===== config.mk =====
export PLATFORM = sky130hd
export DESIGN_NAME = scanline_window_mask_unit
export DESIGN_NICKNAME = d
export VERILOG_FILES = /design/src/hw/rtl/swm_pkg.sv /design/src/hw/rtl/swm_win_track.sv /design/src/hw/rtl/swm_mask_select.sv /design/src/hw/rtl/scanline_window_mask_unit.sv
export SDC_FILE = /design/constraint.sdc
export NUM_CORES = 1
export LEC_CHECK = 0
export BUFFER_PORTS_ARGS = -buffer_cell sky130_fd_sc_hd__buf_2
export CORE_MARGIN = 4
export CORE_UTILIZATION = 35
export CTS_BUF_LIST = sky130_fd_sc_hd__clkbuf_4 sky130_fd_sc_hd__clkbuf_8 sky130_fd_sc_hd__clkbuf_16
export DETAILED_ROUTE_END_ITERATION = 8
export GPL_TIMING_DRIVEN = 0
export PLACE_DENSITY = 0.54
export SETUP_SLACK_MARGIN = 0.1
export SLEW_MARGIN = 20
export SYNTH_ARGS = -nofsm -noshare
export SYNTH_HDL_FRONTEND = slang
export SYNTH_HIERARCHICAL = 1
export SYNTH_SLANG_ARGS = --single-unit

===== constraint.sdc =====
create_clock -name clock -period 2.45 [get_ports clock]
set_input_delay 0.3675 -clock clock [delete_from_list [all_inputs] [get_ports clock]]
set_output_delay 0.3675 -clock clock [all_outputs]
set_load 0.005 [all_outputs]

===== src/hw/rtl/swm_pkg.sv =====
// Shared constants and types for the scanline window mask unit.
package swm_pkg;

   localparam int LINE_WIDTH = 256;
   localparam int POS_W = 8;
   localparam int LINE_W = 9;
   localparam int CSR_INDEX_W = 3;
   localparam int CSR_DATA_W = 16;
   localparam int REQ_TDATA_W = 24;
   localparam int RSP_TDATA_W = 16;

   localparam logic [CSR_INDEX_W-1:0] CSR_WIN0_HORIZONTAL = 3'd0;
   localparam logic [CSR_INDEX_W-1:0] CSR_WIN0_VERTICAL   = 3'd1;
   localparam logic [CSR_INDEX_W-1:0] CSR_WIN1_HORIZONTAL = 3'd2;
   localparam logic [CSR_INDEX_W-1:0] CSR_WIN1_VERTICAL   = 3'd3;
   localparam logic [CSR_INDEX_W-1:0] CSR_INSIDE_CONTROL  = 3'd4;
   localparam logic [CSR_INDEX_W-1:0] CSR_OUTSIDE_CONTROL = 3'd5;
   localparam logic [CSR_INDEX_W-1:0] CSR_WINDOW_ENABLES  = 3'd6;

   localparam logic ACTION_LINE_START = 1'b0;
   localparam logic ACTION_PIXEL      = 1'b1;

   localparam logic [1:0] ACTIVE_BOTH = 2'b11;

   // Step applied to the window trackers when the staged transaction moves on.
   typedef struct packed {
      logic             line_step;
      logic             pixel_step;
      logic [POS_W-1:0] line;
      logic [POS_W-1:0] x;
   } swm_step_type;

endpackage


===== src/hw/rtl/swm_win_track.sv =====
// Active-bit tracker for one rectangular window.
module swm_win_track
   import swm_pkg::*;
(
   input  logic                  clock,
   input  logic                  reset,
   input  swm_step_type          step,
   input  logic [CSR_DATA_W-1:0] horizontal,
   input  logic [CSR_DATA_W-1:0] vertical,
   input  logic                  enable,
   output logic                  covered
);

   logic [1:0] bits_ff;
   logic [1:0] bits_in;

   always_comb begin
      bits_in = bits_ff;
      if (step.line_step) begin
         if (step.line == vertical[7:0]) begin
            bits_in[0] = 1'b0;
         end else if (step.line == vertical[15:8]) begin
            bits_in[0] = 1'b1;
         end
      end
      if (step.pixel_step && enable) begin
         if (step.x == horizontal[7:0]) begin
            bits_in[1] = 1'b0;
         end else if (step.x == horizontal[15:8]) begin
            bits_in[1] = 1'b1;
         end
      end
   end

   assign covered = enable && (bits_in == ACTIVE_BOTH);

   always_ff @(posedge clock) begin
      if (reset) begin
         bits_ff <= 2'b00;
      end else begin
         bits_ff <= bits_in;
      end
   end

endmodule


===== src/hw/rtl/swm_mask_select.sv =====
// Priority selection of the window control byte.
module swm_mask_select
   import swm_pkg::*;
(
   input  logic                  cover0,
   input  logic                  cover1,
   input  logic                  obj_hit,
   input  logic                  obj_enable,
   input  logic [CSR_DATA_W-1:0] inside_control,
   input  logic [CSR_DATA_W-1:0] outside_control,
   output logic [7:0]            mask_byte
);

   always_comb begin
      if (cover0) begin
         mask_byte = inside_control[7:0];
      end else if (cover1) begin
         mask_byte = inside_control[15:8];
      end else if (obj_enable && obj_hit) begin
         mask_byte = outside_control[15:8];
      end else begin
         mask_byte = outside_control[7:0];
      end
   end

endmodule


===== src/hw/rtl/scanline_window_mask_unit.sv =====
// Top level of the scanline window mask unit: input stage, trackers and result register.
//
// Channel  Direction  Transaction
// req_     in         line start or pixel (tuser = action)
// rsp_     out        mask byte and position, one per in-range pixel
// csr_     in         register write, index and data, no wait
//
// A transaction is accepted every cycle unless a stalled result holds a full stage.
// The window active bits update as the staged transaction enters the result
// register, so consecutive pixels see each other's edge changes.
// A stalled result holds the input stage; reset clears the active bits,
// the control registers and both valid flags.
module scanline_window_mask_unit
   import swm_pkg::*;
(
   input  logic                   clock,
   input  logic                   reset,
   input  logic                   req_tvalid,
   output logic                   req_tready,
   // tdata: line_number [8:0], pixel_x [16:9], obj_window_hit [17], zero [23:18]
   input  logic [REQ_TDATA_W-1:0] req_tdata,
   // tuser: action [0]
   input  logic                   req_tuser,
   output logic                   rsp_tvalid,
   input  logic                   rsp_tready,
   // tdata: mask_byte [7:0], mask_x [15:8]
   output logic [RSP_TDATA_W-1:0] rsp_tdata,
   input  logic                   csr_we,
   input  logic [CSR_INDEX_W-1:0] csr_index,
   input  logic [CSR_DATA_W-1:0]  csr_wdata
);

   logic [CSR_DATA_W-1:0] win0_horizontal_ff;
   logic [CSR_DATA_W-1:0] win0_vertical_ff;
   logic [CSR_DATA_W-1:0] win1_horizontal_ff;
   logic [CSR_DATA_W-1:0] win1_vertical_ff;
   logic [CSR_DATA_W-1:0] inside_control_ff;
   logic [CSR_DATA_W-1:0] outside_control_ff;
   logic [2:0]            window_enables_ff;

   logic              stage_valid_ff;
   logic              stage_action_ff;
   logic [LINE_W-1:0] stage_line_ff;
   logic [POS_W-1:0]  stage_x_ff;
   logic              stage_obj_ff;

   logic             rsp_valid_ff;
   logic             rsp_valid_in;
   logic [7:0]       rsp_mask_ff;
   logic [POS_W-1:0] rsp_x_ff;

   logic         rsp_free;
   logic         stage_move;
   logic         req_accept;
   logic         x_in_range;
   swm_step_type step;
   logic         cover0;
   logic         cover1;
   logic [7:0]   mask_byte;

   always_ff @(posedge clock) begin
      if (reset) begin
         win0_horizontal_ff <= '0;
         win0_vertical_ff   <= '0;
         win1_horizontal_ff <= '0;
         win1_vertical_ff   <= '0;
         inside_control_ff  <= '0;
         outside_control_ff <= '0;
         window_enables_ff  <= '0;
      end else if (csr_we) begin
         case (csr_index)
            CSR_WIN0_HORIZONTAL: win0_horizontal_ff <= csr_wdata;
            CSR_WIN0_VERTICAL:   win0_vertical_ff   <= csr_wdata;
            CSR_WIN1_HORIZONTAL: win1_horizontal_ff <= csr_wdata;
            CSR_WIN1_VERTICAL:   win1_vertical_ff   <= csr_wdata;
            CSR_INSIDE_CONTROL:  inside_control_ff  <= csr_wdata;
            CSR_OUTSIDE_CONTROL: outside_control_ff <= csr_wdata;
            CSR_WINDOW_ENABLES:  window_enables_ff  <= csr_wdata[2:0];
            default: ;
         endcase
      end
   end

   assign rsp_free   = !rsp_valid_ff || rsp_tready;
   assign stage_move = stage_valid_ff && rsp_free;
   assign req_tready = !stage_valid_ff || rsp_free;
   assign req_accept = req_tvalid && req_tready;

   always_ff @(posedge clock) begin
      if (reset) begin
         stage_valid_ff <= 1'b0;
      end else if (req_tready) begin
         stage_valid_ff <= req_tvalid;
      end
   end

   always_ff @(posedge clock) begin
      if (req_accept) begin
         stage_action_ff <= req_tuser;
         stage_line_ff   <= req_tdata[8:0];
         stage_x_ff      <= req_tdata[16:9];
         stage_obj_ff    <= req_tdata[17];
      end
   end

   assign x_in_range = {1'b0, stage_x_ff} < LINE_W'(LINE_WIDTH);

   always_comb begin
      step.line_step  = stage_move && (stage_action_ff == ACTION_LINE_START);
      step.pixel_step = stage_move && (stage_action_ff == ACTION_PIXEL) && x_in_range;
      step.line       = stage_line_ff[7:0];
      step.x          = stage_x_ff;
   end

   swm_win_track u_win0 (
      .clock      (clock),
      .reset      (reset),
      .step       (step),
      .horizontal (win0_horizontal_ff),
      .vertical   (win0_vertical_ff),
      .enable     (window_enables_ff[0]),
      .covered    (cover0)
   );

   swm_win_track u_win1 (
      .clock      (clock),
      .reset      (reset),
      .step       (step),
      .horizontal (win1_horizontal_ff),
      .vertical   (win1_vertical_ff),
      .enable     (window_enables_ff[1]),
      .covered    (cover1)
   );

   swm_mask_select u_select (
      .cover0          (cover0),
      .cover1          (cover1),
      .obj_hit         (stage_obj_ff),
      .obj_enable      (window_enables_ff[2]),
      .inside_control  (inside_control_ff),
      .outside_control (outside_control_ff),
      .mask_byte       (mask_byte)
   );

   always_comb begin
      rsp_valid_in = rsp_valid_ff;
      if (rsp_free) begin
         rsp_valid_in = step.pixel_step;
      end
   end

   always_ff @(posedge clock) begin
      if (reset) begin
         rsp_valid_ff <= 1'b0;
      end else begin
         rsp_valid_ff <= rsp_valid_in;
      end
   end

   always_ff @(posedge clock) begin
      if (step.pixel_step) begin
         rsp_mask_ff <= mask_byte;
         rsp_x_ff    <= stage_x_ff;
      end
   end

   assign rsp_tvalid = rsp_valid_ff;
   assign rsp_tdata  = {rsp_x_ff, rsp_mask_ff};

endmodule

==> impl_metrics.toml <==
[status]
status = "complete, no violations"

[logic_synthesis]
netlist_area_mm2 = 0.006098
ys_types = 32
avgSynthCellArea_um2 = 11.59
ys_warn_count = 6
syn_nets = 575
ys_ff_latch = 139
syn_inst = 526
async_reset_ff_frac = 0
synth_edf_count = 34
synth_flop_cell = "dfxtp_1"
yosysSeqAreaShare = 0.5121

[sta]
maxSlewHeadroom = 0.3552
finalSetupViolCount = 0
finClkSkew_ps = 7.169
final_hold_viol_count = 0
setup_slack_ps = 29.02
finalCriticalPeriod_ps = 2421
post-route-period-util = 0.9882
fmax_ghz = 0.4131
worstMarginPinSlew_ps = 967.2
rsz0062_at_grt = "true"
hold_ws_ps = 115.6
drv_slew = 0

[pwr]
power_density_mw_per_mm2 = 711.2
static-leakage-power_nw = 3.389
ir_drop_mv = 0.5718

[detailed_routing]
drc = 0
wire_per_inst_um = 18.75
routed_via_density = 4.771
num_vias = 4060
dr.pass1.iters = 4
drt_wl_total_um = 15960
drt_iter0_drc = 226
ant_nets = 0

[placement]
gp_congestion = 0.8013
io_buffer_count = 59
placedCellCount = 810
dp_slack_ps = -621.4
dp_hpwl_um = 11100
dpl_cell_area_mm2 = 0.006675

[cells_and_area]
layout-drive-gt1-share = 0.2045
stdcell_count = 851
final_nets = 662
num_antenna_cells = 0
syn_to_final_growth_pct = 21.67
final_common_cell = "nand2b_1"
fillers = 1677
mostFrequentLayoutCells = "117 x nand2b_1, 107 x mux2i_1, 105 x dfxtp_1"
final_area_mm2 = 0.007420

[min_path]
holdCritPathClass = "input pin to flip-flop"

[global_route]
antenna_found_initial = 0
grt_usage = 0.1657
grt_pass1_vias = 4221
globalRouteOverflowTotal = 0
grt_pass1_wl_um = 24250
grt_max_degree = 19

[cts]
cts_tree = "done"
clk_latency_ps = 420
cts.htree.levels = 4
cts_inserted_buffers = 17
clk_pin_slew_ps = 60
cts.sinks = 139
cts.path.max_buffers = 2
ctsRootBufferMaster = "clkbuf_16"

[setup_path]
crit_required_ps = 2590
endpoint_kind = "flip-flop"
critPathKind = "flip-flop to flip-flop"
worstPathMaxFanout = 7
crit_arrival_ps = 2560
start_kind = "flip-flop"

[floorplanning]
dieHeight_um = 140
fp.dieW_um = 140
num_rows = 48
io_pins = 67
initial_utilization = 0.3550
fp.coreArea_mm2 = 0.01718
design.die.area_mm2 = 0.01960

[flow_run]
drv_cap = 0
report_power, final:
group          switching, mW  internal, mW  total, mW
clock network          0.936          1.51       2.45
registers             0.0587          2.42       2.48
logic                  0.195         0.160      0.355
path summary, 6_finish.rpt:
check / startpoint / end / slack [ps] / cells past startpoint
worst min register to register: inside_control_ff[4] / inside_control_ff[4] / 480 / 2
worst max-delay path: stage_line_ff[0] / rsp_mask_ff[7] / 30 / 9
worst min-delay path: req_tdata[10] / stage_x_ff[1] / 120 / 1
worst max register to register: stage_line_ff[0] / rsp_mask_ff[7] / 30 / 9
cell families after synthesis:
family | after synthesis | synth area share
XOR/XNOR | 64 | 0.09192
multiplexers | 107 | 0.1756
AND/OR/NAND/NOR | 162 | 0.1713
flip-flops | 139 | 0.5121
buffers and inverters | 29 | 0.02318
AO/OA/AOI/OAI | 25 | 0.02585
cell usage after synthesis (4+ instances only):
cell type | number | area share
a21oi_1 | 9 | 0.0074
a31oi_1 | 4 | 0.0041
a41oi_1 | 4 | 0.0057
buf_2 | 7 | 0.0057
clkbuf_1 | 17 | 0.010
dfxtp_1 | 105 | 0.34
edfxtp_1 | 34 | 0.17
mux2i_1 | 107 | 0.18
nand2b_1 | 117 | 0.12
nor2_1 | 5 | 0.0031
nor2b_1 | 4 | 0.0041
nor3_1 | 8 | 0.0066
nor4_1 | 6 | 0.0062
o22ai_1 | 7 | 0.0072
xnor2_1 | 4 | 0.0057
xor2_1 | 60 | 0.086
layout make-up:
class | instances | area [um2] | area share
Buffer | 26 | 136.4 | 0.01838
Sequential cell | 139 | 3123 | 0.4209
Inverter | 3 | 11.26 | 0.001518
Timing Repair Buffer | 68 | 366.6 | 0.04941
Clock inverter | 8 | 68.82 | 0.009275
Clock buffer | 24 | 496.7 | 0.06695
Multi-Input combinational cell | 358 | 2935 | 0.3956
Tap cell | 225 | 281.5 | 0.03794
flip-flops by register name (all words and copies together) (netlist names), 16 cells and up:
register and flops:
win0_vertical_ff 16, inside_control_ff 16, win0_horizontal_ff 16, win1_vertical_ff 16, win1_horizontal_ff 16, outside_control_ff 16
timing repair:
action                     4_1_cts  5_1_grt
gates resized for setup         20        3
setup endpoints to repair        8        8
pin swaps                        5        1
hold buffers                     0        0
buffers inserted                 6        3
metrics by stage:
| step | util | setup TNS [ps] | total power, mW |
|---|---|---|---|
| 3_5_place_dp | 0.3886 | -5433 | 2.865 |
| 2_1_floorplan | - | 0 | 2.712 |
| 4_1_cts | 0.4296 | 0 | 5.333 |
| 3_3_place_gp | 0.3886 | -4324 | 2.856 |
| 6_report | 0.4320 | 0 | 5.277 |
| 5_1_grt | 0.4320 | -329.3 | 5.466 |
metal layers:
layer	share of wire	routed length, um	track usage	vias to the layer above
li1	-	-	-	1990
met5	0	0	0	-
met2	0.48	7612	0.2702	76
met3	0.033	525	0.03380	22
met4	0.019	302	0.06221	0
met1	0.47	7515	0.2178	1972
worst max-delay path: stages, from the launching register on:
cell	delay (ps)
edfxtp_1	380
buf_4	160
xor2_1	150
nor4_2	310
a41oi_1	180
a41oi_2	250
and3_4	260
inv_1	160
o22ai_2	200
a21oi_1	70
Note: power is estimated with default switching activity, not from simulation.
